File: config.mk
export PLATFORM = sky130hd
export DESIGN_NAME = delta_list_task_timer_scheduler_core
export DESIGN_NICKNAME = d
export VERILOG_FILES = /design/src/hdl/dlts_pkg.sv /design/src/hdl/dlts_alu.sv /design/src/hdl/delta_list_task_timer_scheduler_core.sv
export SDC_FILE = /design/constraint.sdc
export NUM_CORES = 2
export LEC_CHECK = 0
export BUFFER_PORTS_ARGS = -buffer_cell sky130_fd_sc_hd__buf_2
export CORE_ASPECT_RATIO = 1.4
export CORE_MARGIN = 2
export CORE_UTILIZATION = 45
export DETAILED_ROUTE_END_ITERATION = 16
export HOLD_SLACK_MARGIN = 0.12
export PLACE_DENSITY_LB_ADDON = 0.2
export SYNTH_ARGS = -nofsm -noshare
export SYNTH_HDL_FRONTEND = slang
export SYNTH_SLANG_ARGS = --single-unit
export TNS_END_PERCENT = 100
File: constraint.sdc
create_clock -name clk -period 8.7 [get_ports clk]
set_clock_uncertainty 0.1 [all_clocks]
set_input_delay 0.435 -clock clk [delete_from_list [all_inputs] [get_ports clk]]
set_output_delay 0.435 -clock clk [all_outputs]
set_load 0.05 [all_outputs]
File: src/hdl/dlts_pkg.sv
// shared constants, types and helpers for the delta-list task timer
package dlts_pkg;

  localparam int MAX_TASKS   = 16;
  localparam int TIME_WIDTH  = 32;
  localparam int MAX_RESULTS = 16;
  localparam int IDX_W       = $clog2(MAX_TASKS);
  localparam int PTR_W       = $clog2(MAX_TASKS + 1);
  localparam int RES_W       = $clog2(MAX_RESULTS + 1);

  typedef logic [IDX_W-1:0]      idx_t;
  typedef logic [PTR_W-1:0]      ptr_t;
  typedef logic [TIME_WIDTH-1:0] time_t;

  localparam ptr_t  NIL      = PTR_W'(MAX_TASKS);
  localparam time_t TIME_MAX = '1;

  typedef enum logic [1:0] {
    CMD_TICK     = 2'd0,
    CMD_ADD      = 2'd1,
    CMD_DELETE   = 2'd2,
    CMD_DISPATCH = 2'd3
  } cmd_t;

  typedef enum logic [2:0] {
    STS_ADDED    = 3'd0,
    STS_FULL     = 3'd1,
    STS_DELETED  = 3'd2,
    STS_BAD_SLOT = 3'd3,
    STS_TICKED   = 3'd4,
    STS_DUE      = 3'd5,
    STS_NONE_DUE = 3'd6
  } status_t;

  typedef enum logic {
    ALU_SUB     = 1'b0,
    ALU_ADD_SAT = 1'b1
  } alu_op_t;

  typedef struct packed {
    alu_op_t op;
    time_t   a;
    time_t   b;
  } alu_req_t;

  typedef struct packed {
    time_t res;
    logic  borrow;
  } alu_rsp_t;

  // clamp a 32-bit input time to the time width
  function automatic time_t sat_time(logic [31:0] v);
    time_t r;
    if (v > 32'(TIME_MAX)) r = TIME_MAX;
    else r = TIME_WIDTH'(v);
    return r;
  endfunction

  // slot index carried by a list pointer
  function automatic idx_t pidx(ptr_t p);
    return p[IDX_W-1:0];
  endfunction

endpackage

File: src/hdl/dlts_alu.sv
// shared time unit: subtract with borrow or saturating add
module dlts_alu (
  input  dlts_pkg::alu_req_t req,
  output dlts_pkg::alu_rsp_t rsp
);
  import dlts_pkg::*;

  logic [TIME_WIDTH:0] diff;
  logic [TIME_WIDTH:0] sum;

  assign diff = {1'b0, req.a} - {1'b0, req.b};
  assign sum  = {1'b0, req.a} + {1'b0, req.b};

  // select result by operation
  always_comb begin
    rsp.borrow = diff[TIME_WIDTH];
    case (req.op)
      ALU_SUB:     rsp.res = diff[TIME_WIDTH-1:0];
      ALU_ADD_SAT: rsp.res = sum[TIME_WIDTH] ? TIME_MAX : sum[TIME_WIDTH-1:0];
      default:     rsp.res = diff[TIME_WIDTH-1:0];
    endcase
  end

endmodule

File: src/hdl/delta_list_task_timer_scheduler_core.sv
// Delta-list task timer: one command at a time, walked by a small sequencer
// over a pool of task slots with one shared subtract/add unit. in_stall is
// high from the cycle after a command is taken until its last result has
// been loaded into the output register. Tick passes from its tick state to
// the finish state, as do the error cases; delete unlinks the slot in two
// steps; add walks the list past at most MAX_TASKS entries and then links;
// dispatch unlinks each due task and walks to re-insert a periodic one. The
// list walk goes one entry per cycle through the single delta read port. A
// stalled output only adds wait cycles. There is no clearing pass after reset.
module delta_list_task_timer_scheduler_core (
  input  logic       clk,
  input  logic       rst_n,
  input  logic       in_valid,
  output logic       in_stall,
  input  logic [1:0] in_cmd,
  input  logic [31:0] in_first_delay,
  input  logic [31:0] in_repeat_period,
  input  logic [5:0] in_slot_sel,
  output logic       out_valid,
  input  logic       out_stall,
  output logic [2:0] out_status,
  output logic [5:0] out_slot_out,
  output logic       out_last
);
  import dlts_pkg::*;

  typedef enum logic [9:0] {
    ST_IDLE  = 10'b0000000001,
    ST_TICK  = 10'b0000000010,
    ST_ADD   = 10'b0000000100,
    ST_DEL   = 10'b0000001000,
    ST_CHK   = 10'b0000010000,
    ST_UNL_A = 10'b0000100000,
    ST_UNL_B = 10'b0001000000,
    ST_WALK  = 10'b0010000000,
    ST_LINK  = 10'b0100000000,
    ST_FIN   = 10'b1000000000
  } state_t;

  typedef enum logic [1:0] {
    MODE_ADD = 2'd0,
    MODE_DEL = 2'd1,
    MODE_DSP = 2'd2
  } mode_t;

  // slot storage
  logic  used_r   [MAX_TASKS];
  ptr_t  next_r   [MAX_TASKS];
  ptr_t  prev_r   [MAX_TASKS];
  time_t period_r [MAX_TASKS];
  time_t delta_r  [MAX_TASKS];
  ptr_t  head_r, head_nxt;

  // sequencer registers
  state_t  state_r, state_nxt;
  mode_t   mode_r, mode_nxt;
  idx_t    s_r, s_nxt;
  ptr_t    cur_r, cur_nxt;
  ptr_t    before_r, before_nxt;
  ptr_t    guard_r, guard_nxt;
  time_t   t_r, t_nxt;
  time_t   tmp_r, tmp_nxt;
  time_t   period_in_r, period_in_nxt;
  logic [5:0] sel_r, sel_nxt;
  logic [RES_W-1:0] n_r, n_nxt;
  idx_t    pend_r, pend_nxt;
  status_t res_status_r, res_status_nxt;
  logic [5:0] res_slot_r, res_slot_nxt;

  // output register
  logic    out_valid_r;
  status_t out_status_r;
  logic [5:0] out_slot_r;
  logic    out_last_r;
  logic    emit;
  status_t emit_status;
  logic [5:0] emit_slot;
  logic    emit_last;
  logic    out_free;

  alu_req_t alu_req;
  alu_rsp_t alu_rsp;

  ptr_t  rd_ptr;
  time_t rd_delta;
  ptr_t  un_p, un_n;
  ptr_t  new_head;
  idx_t  free_idx;
  logic  pool_full;
  logic  walk_go;
  logic  dsp_cond;
  logic  dsp_emit;
  logic  sel_bad;

  dlts_alu u_alu (
    .req (alu_req),
    .rsp (alu_rsp)
  );

  assign in_stall = (state_r != ST_IDLE);
  assign out_free = !out_valid_r || !out_stall;

  // lowest free slot
  always_comb begin
    free_idx  = '0;
    pool_full = 1'b1;
    for (int i = MAX_TASKS - 1; i >= 0; i--) begin
      if (!used_r[i]) begin
        free_idx  = IDX_W'(i);
        pool_full = 1'b0;
      end
    end
  end

  // unlink neighbors of the current slot
  assign un_p     = prev_r[s_r];
  assign un_n     = next_r[s_r];
  assign new_head = ((un_p < NIL) || (head_r != PTR_W'(s_r))) ? head_r : un_n;

  // single delta read port
  always_comb begin
    case (state_r)
      ST_TICK:  rd_ptr = head_r;
      ST_CHK:   rd_ptr = head_r;
      ST_UNL_A: rd_ptr = PTR_W'(s_r);
      ST_UNL_B: rd_ptr = un_n;
      ST_WALK:  rd_ptr = cur_r;
      ST_LINK:  rd_ptr = cur_r;
      default:  rd_ptr = head_r;
    endcase
  end
  assign rd_delta = delta_r[pidx(rd_ptr)];

  // operands of the shared unit
  always_comb begin
    alu_req.op = ALU_SUB;
    alu_req.a  = rd_delta;
    alu_req.b  = '0;
    case (state_r)
      ST_TICK:  alu_req.b = TIME_WIDTH'(1);
      ST_UNL_B: begin
        alu_req.op = ALU_ADD_SAT;
        alu_req.b  = tmp_r;
      end
      ST_WALK: begin
        alu_req.a = t_r;
        alu_req.b = rd_delta;
      end
      ST_LINK:  alu_req.b = t_r;
      default:  alu_req.b = '0;
    endcase
  end

  assign walk_go  = (cur_r < NIL) && !alu_rsp.borrow && (guard_r < NIL);
  assign dsp_cond = (n_r < RES_W'(MAX_RESULTS)) && (head_r < NIL) && (rd_delta == '0);
  assign dsp_emit = (n_r != '0) || !dsp_cond;
  assign sel_bad  = ({1'b0, sel_r} >= 7'(MAX_TASKS)) || !used_r[sel_r[IDX_W-1:0]];

  // sequencer
  always_comb begin
    state_nxt      = state_r;
    mode_nxt       = mode_r;
    s_nxt          = s_r;
    cur_nxt        = cur_r;
    before_nxt     = before_r;
    guard_nxt      = guard_r;
    t_nxt          = t_r;
    tmp_nxt        = tmp_r;
    period_in_nxt  = period_in_r;
    sel_nxt        = sel_r;
    n_nxt          = n_r;
    pend_nxt       = pend_r;
    res_status_nxt = res_status_r;
    res_slot_nxt   = res_slot_r;
    head_nxt       = head_r;
    emit           = 1'b0;
    emit_status    = res_status_r;
    emit_slot      = res_slot_r;
    emit_last      = 1'b1;
    case (state_r)
      ST_IDLE: begin
        if (in_valid) begin
          t_nxt         = sat_time(in_first_delay);
          period_in_nxt = sat_time(in_repeat_period);
          sel_nxt       = in_slot_sel;
          n_nxt         = '0;
          case (cmd_t'(in_cmd))
            CMD_TICK:     state_nxt = ST_TICK;
            CMD_ADD:      state_nxt = ST_ADD;
            CMD_DELETE:   state_nxt = ST_DEL;
            CMD_DISPATCH: state_nxt = ST_CHK;
            default:      state_nxt = ST_TICK;
          endcase
        end
      end
      ST_TICK: begin
        res_status_nxt = STS_TICKED;
        res_slot_nxt   = '0;
        state_nxt      = ST_FIN;
      end
      ST_ADD: begin
        if (pool_full) begin
          res_status_nxt = STS_FULL;
          res_slot_nxt   = '0;
          state_nxt      = ST_FIN;
        end else begin
          s_nxt          = free_idx;
          cur_nxt        = head_r;
          before_nxt     = NIL;
          guard_nxt      = '0;
          mode_nxt       = MODE_ADD;
          res_status_nxt = STS_ADDED;
          res_slot_nxt   = 6'(free_idx);
          state_nxt      = ST_WALK;
        end
      end
      ST_DEL: begin
        res_slot_nxt = sel_r;
        if (sel_bad) begin
          res_status_nxt = STS_BAD_SLOT;
          state_nxt      = ST_FIN;
        end else begin
          res_status_nxt = STS_DELETED;
          s_nxt          = sel_r[IDX_W-1:0];
          mode_nxt       = MODE_DEL;
          state_nxt      = ST_UNL_A;
        end
      end
      ST_CHK: begin
        if (!dsp_emit || out_free) begin
          emit = dsp_emit;
          if (n_r != '0) begin
            emit_status = STS_DUE;
            emit_slot   = 6'(pend_r);
            emit_last   = !dsp_cond;
          end else begin
            emit_status = STS_NONE_DUE;
            emit_slot   = '0;
            emit_last   = 1'b1;
          end
          if (dsp_cond) begin
            s_nxt     = pidx(head_r);
            pend_nxt  = pidx(head_r);
            n_nxt     = n_r + RES_W'(1);
            mode_nxt  = MODE_DSP;
            state_nxt = ST_UNL_A;
          end else begin
            state_nxt = ST_IDLE;
          end
        end
      end
      ST_UNL_A: begin
        tmp_nxt   = rd_delta;
        state_nxt = ST_UNL_B;
      end
      ST_UNL_B: begin
        head_nxt = new_head;
        if (mode_r == MODE_DEL) begin
          state_nxt = ST_FIN;
        end else if (period_r[s_r] == '0) begin
          state_nxt = ST_CHK;
        end else begin
          t_nxt      = period_r[s_r];
          cur_nxt    = new_head;
          before_nxt = NIL;
          guard_nxt  = '0;
          state_nxt  = ST_WALK;
        end
      end
      ST_WALK: begin
        if (walk_go) begin
          t_nxt      = alu_rsp.res;
          before_nxt = cur_r;
          cur_nxt    = next_r[pidx(cur_r)];
          guard_nxt  = guard_r + PTR_W'(1);
        end else begin
          state_nxt = ST_LINK;
        end
      end
      ST_LINK: begin
        if (!(before_r < NIL)) head_nxt = PTR_W'(s_r);
        state_nxt = (mode_r == MODE_DSP) ? ST_CHK : ST_FIN;
      end
      ST_FIN: begin
        if (out_free) begin
          emit      = 1'b1;
          state_nxt = ST_IDLE;
        end
      end
      default: state_nxt = ST_IDLE;
    endcase
  end

  // control registers
  always_ff @(posedge clk) begin
    if (!rst_n) begin
      state_r     <= ST_IDLE;
      head_r      <= NIL;
      n_r         <= '0;
      out_valid_r <= 1'b0;
    end else begin
      state_r <= state_nxt;
      head_r  <= head_nxt;
      n_r     <= n_nxt;
      if (emit) out_valid_r <= 1'b1;
      else if (!out_stall) out_valid_r <= 1'b0;
    end
  end

  // datapath registers
  always_ff @(posedge clk) begin
    mode_r       <= mode_nxt;
    s_r          <= s_nxt;
    cur_r        <= cur_nxt;
    before_r     <= before_nxt;
    guard_r      <= guard_nxt;
    t_r          <= t_nxt;
    tmp_r        <= tmp_nxt;
    period_in_r  <= period_in_nxt;
    sel_r        <= sel_nxt;
    pend_r       <= pend_nxt;
    res_status_r <= res_status_nxt;
    res_slot_r   <= res_slot_nxt;
    if (emit) begin
      out_status_r <= emit_status;
      out_slot_r   <= emit_slot;
      out_last_r   <= emit_last;
    end
  end

  // list links and slot occupancy
  always_ff @(posedge clk) begin
    if (!rst_n) begin
      for (int i = 0; i < MAX_TASKS; i++) begin
        used_r[i] <= 1'b0;
        next_r[i] <= NIL;
        prev_r[i] <= NIL;
      end
    end else begin
      case (state_r)
        ST_ADD: begin
          if (!pool_full) used_r[free_idx] <= 1'b1;
        end
        ST_UNL_B: begin
          if (un_n < NIL) prev_r[pidx(un_n)] <= un_p;
          if (un_p < NIL) next_r[pidx(un_p)] <= un_n;
          next_r[s_r] <= NIL;
          prev_r[s_r] <= NIL;
          if (mode_r == MODE_DEL || period_r[s_r] == '0) used_r[s_r] <= 1'b0;
        end
        ST_LINK: begin
          prev_r[s_r] <= before_r;
          next_r[s_r] <= cur_r;
          if (cur_r < NIL) prev_r[pidx(cur_r)] <= PTR_W'(s_r);
          if (before_r < NIL) next_r[pidx(before_r)] <= PTR_W'(s_r);
        end
        default: ;
      endcase
    end
  end

  // periods and deltas
  always_ff @(posedge clk) begin
    case (state_r)
      ST_ADD: begin
        if (!pool_full) period_r[free_idx] <= period_in_r;
      end
      ST_TICK: begin
        if ((head_r < NIL) && (rd_delta != '0)) delta_r[pidx(head_r)] <= alu_rsp.res;
      end
      ST_UNL_B: begin
        if (un_n < NIL) delta_r[pidx(un_n)] <= alu_rsp.res;
      end
      ST_LINK: begin
        delta_r[s_r] <= t_r;
        if (cur_r < NIL) delta_r[pidx(cur_r)] <= alu_rsp.res;
      end
      default: ;
    endcase
  end

  assign out_valid    = out_valid_r;
  assign out_status   = out_status_r;
  assign out_slot_out = out_slot_r;
  assign out_last     = out_last_r;

`ifndef SYNTHESIS
  // a taken command always starts the sequencer
  a_accept_busy: assert property (@(posedge clk) disable iff (!rst_n)
    (in_valid && !in_stall) |=> (state_r != ST_IDLE))
    else $error("command transfer did not start the sequencer");

  // the list head is always an occupied slot
  a_head_used: assert property (@(posedge clk) disable iff (!rst_n)
    (head_r < NIL) |-> used_r[pidx(head_r)])
    else $error("list head points at a free slot");

  // dispatch never emits more than its result budget
  a_dsp_bound: assert property (@(posedge clk) disable iff (!rst_n)
    n_r <= RES_W'(MAX_RESULTS))
    else $error("dispatch result count overran");

  // a result is loaded only when the output register can take it
  a_no_overwrite: assert property (@(posedge clk) disable iff (!rst_n)
    (out_valid_r && out_stall) |-> !emit)
    else $error("pending result overwritten");
`endif

endmodule
==> flow_summary.ini <==
[outcome]
status = complete, no violations

[placement]
io_buffers = 87
place_worst_setup_slack_ns = 0.354
finalWeightedCongestion = 0.946
dp.final_hpwl_um = 129000

[cts]
cts_htree_levels = 4
clock_path_buffers = 3
clk_latency_ns = 0.80
tritoncts = yes
path_clk_slew_ns = 0.06
cts_root_buffer = clkbuf_16
cts_sinks = 1379
cts_buffers = 135

[global_routing]
gr-usage-met1_pct = 33.7
grt_overflow = 0
met2_usage_pct = 48.4
top_usage_layer = met2
grt_first_pass_wirelength_um = 308000
grt_max_degree = 120
grt_pass1_vias = 45305
globalRouteMet3Util_pct = 4.10
antenna_found_initial = 11
grt_usage_pct = 27.9

[routing]
vias_per_cell = 6.26
drt_iter0_markers = 5014
routed_wl_um = 212000
wl_per_cell_um = 28.5
drtPass1Iterations = 6
postRouteAntennaNets = 0
vias = 46559
drc = 0

[yosys]
ys_warn_count = 0
synthArstFlopShare_pct = 0
avgSynthCellArea_um2 = 12.4
synth_seq_cells = 1379
ys_seq_area_share_pct = 61.1
synth_ff_type = edfxtp_1
ys_types = 95
synth_edf_count = 1330
synthTopCellsByArea = edfxtp_1, mux4_2, a21oi_1, nor2_1, nand2_1
yosysTopAreaCellShare_pct = 59.6
yosysTopAreaCell = edfxtp_1
netlist_area_um2 = 67000
synthCells = 5385
synth_nets = 5530

[setup_path]
worstPathArrival_ns = 9.01
r2r_setup_slack_ns = 0.27
start_kind = register
end_kind = register
crit_end = state_r[1]
r2r_start = state_r[0]
reg2reg_depth = 23
cp_max_fo = 59
crit_start = state_r[0]
crit_type = register to register
cp.required_ns = 9.28
worstReg2RegEnd = state_r[1]

[finish]
area_delta_synth_final_pct = 12.0
num-fill-cells = 12676
layout-drive-gt1-share_pct = 16.1
fin_nets = 5534
post-route-util_pct = 50.7

[min_path]
min_path_cells = 3
holdCritPathClass = primary input to register

[floorplan]
dieHeight_um = 461
coreArea_um2 = 148000
die_area_um2 = 152000
die_w_um = 330
io_pins = 88
start_util_pct = 45.3
num_rows = 167

[sta]
slew_headroom_pct = 12.3
fin_ws_ns = 0.271
fin_tns_setup_ns = 0
period_needed_ns = 8.43
tightest_slew_ns = 1.29
setup-violations-final = 0
slew_viol_final = 0
grt_setup_unrepaired = false
fmax_ghz = 0.119
fin_hold_ws_ns = 0.174
fin_crit_sh_pct = 96.9
final-hold-violation-count = 0

[pwr]
power_density_nw_per_um2 = 191
p_leak_nw = 25.0
irDropWorstVdd_uv = 203

[run]
max-cap-violations = 0
[worst min path at each step]
stage	startpoint	to	slack [ns]
final	in_first_delay[23]	t_r[23]	0.17
after global routing	in_first_delay[1]	t_r[1]	0.16
after CTS	in_first_delay[23]	t_r[23]	0.13
after detailed placement	sel_r[2]	register	0.36
after global placement	sel_r[1]	register	0.37
after floorplan	head_r[2]	pend_r[2]	0.31
[power by group]
part           internal (mW)  switching, mW  total, mW
clock                   3.20           2.67       5.88
combinational          0.295          0.492      0.787
sequential              7.42          0.232       7.65
total                   10.9           3.40       14.3
[cell usage in the layout (no fill, tap or decap), types with 68 or more instances in the layout]
| master | n |
|---|---|
| a21oi_1 | 552 |
| buf_2 | 87 |
| buf_4 | 149 |
| clkbuf_16 | 138 |
| dlygate4sd3_1 | 68 |
| edfxtp_1 | 1330 |
| inv_1 | 124 |
| mux4_2 | 293 |
| nand2_1 | 535 |
| nand3_1 | 163 |
| nor2_1 | 657 |
| nor3_1 | 72 |
| o21ai_0 | 196 |
| o22ai_1 | 72 |
[cell usage after synthesis, drive strengths merged (16+ instances only)]
master / n
ha: 67
and2: 16
dfxtp: 49
and3: 42
nor3: 77
o211ai: 44
a21o: 36
nand3b: 29
o21bai: 24
o21ai: 207
nand3: 163
nor2: 675
o31ai: 71
mux2: 19
inv: 125
nor4: 17
mux2i: 58
nand2: 541
nand2b: 27
a22o: 21
a22oi: 66
nor2b: 20
clkbuf: 363
a32oi: 17
o22ai: 72
a21oi: 559
buf: 89
a211oi: 17
edfxtp: 1330
nand4: 21
mux4: 294
a31oi: 45
[stage by stage]
| step | cells | instance area (um^2) | power, mW |
|---|---|---|---|
| floorplan | 5385 | 67000 | 8.18 |
| global placement | 7123 | 69800 | 8.53 |
| detailed placement | 7123 | 69800 | 8.54 |
| CTS | 7435 | 74900 | 14.4 |
| global route | 7440 | 75000 | 14.7 |
| finish | 7441 | 75000 | 14.3 |
[critical path, stage by stage, from the launching register on]
cell	delay, ns
dfxtp_1	0.37
or4_4	0.59
nor3_4	0.23
a21oi_2	0.20
o31ai_4	0.38
buf_12	0.37
buf_4	0.49
mux4_2	0.61
a211oi_2	0.46
o21ai_0	0.24
ha_1	0.44
or3_1	0.43
o31a_1	0.31
o22ai_1	0.32
o211ai_1	0.18
nand2_1	0.12
o41ai_2	0.08
buf_4	0.17
o31ai_1	0.80
buf_4	0.26
a21o_1	0.21
nor3b_4	0.09
nor4b_2	0.16
dlygate4sd3_1	0.55
[cells by family (layout without fill, tap and decap cells)]
family	after synthesis	after routing	synth area share (%)
and+or+nand+nor	1684	1684	11.1
DFF	1379	1379	61.1
AOI/OAI and AO/OA	1284	1284	11.7
buffers and inverters	577	688	3.43
muxes	371	371	11.1
adders and majority gates	69	69	1.31
xor gates and xnor gates	21	21	0.275
other	0	2	0
[cell type report]
type	instances	area (um^2)	area share, %
clock buffer	164	3560	4.75
clock inverter	80	821	1.09
sequential	1379	40900	54.6
inverter	125	469	0.626
multi-input combinational	3429	24200	32.3
tap	1943	2430	3.24
antenna	2	5.00	0.00667
timing repair buffer	319	2550	3.40
[registers in the layout, indices dropped and copies added (netlist names), 5 cells and up, named ones only]
name          cells
head_r            5
state_r          10
out_slot_out      6
period_in_r      32
res_slot_r        6
cur_r             5
delta_r         512
sel_r             6
next_r           80
before_r          5
period_r        512
tmp_r            32
prev_r           80
t_r              32
guard_r           5
used_r           16
n_r               5
[layer usage]
metal | vias up | part of all wire [%]
li1 | 20432 | -
met1 | 23245 | 36
met2 | 2267 | 51
met3 | 601 | 7.1
met4 | 14 | 5.7
met5 | - | 0.040
[repair_timing]
action | in CTS | in global routing
endpoints found under the hold margin | 77 | 0
resized for setup | 0 | 15
setup buffers | 0 | 3
hold buffers | 68 | 0
endpoints found under the setup margin | 0 | 137
Note: power is estimated with default switching activity, not from simulation.
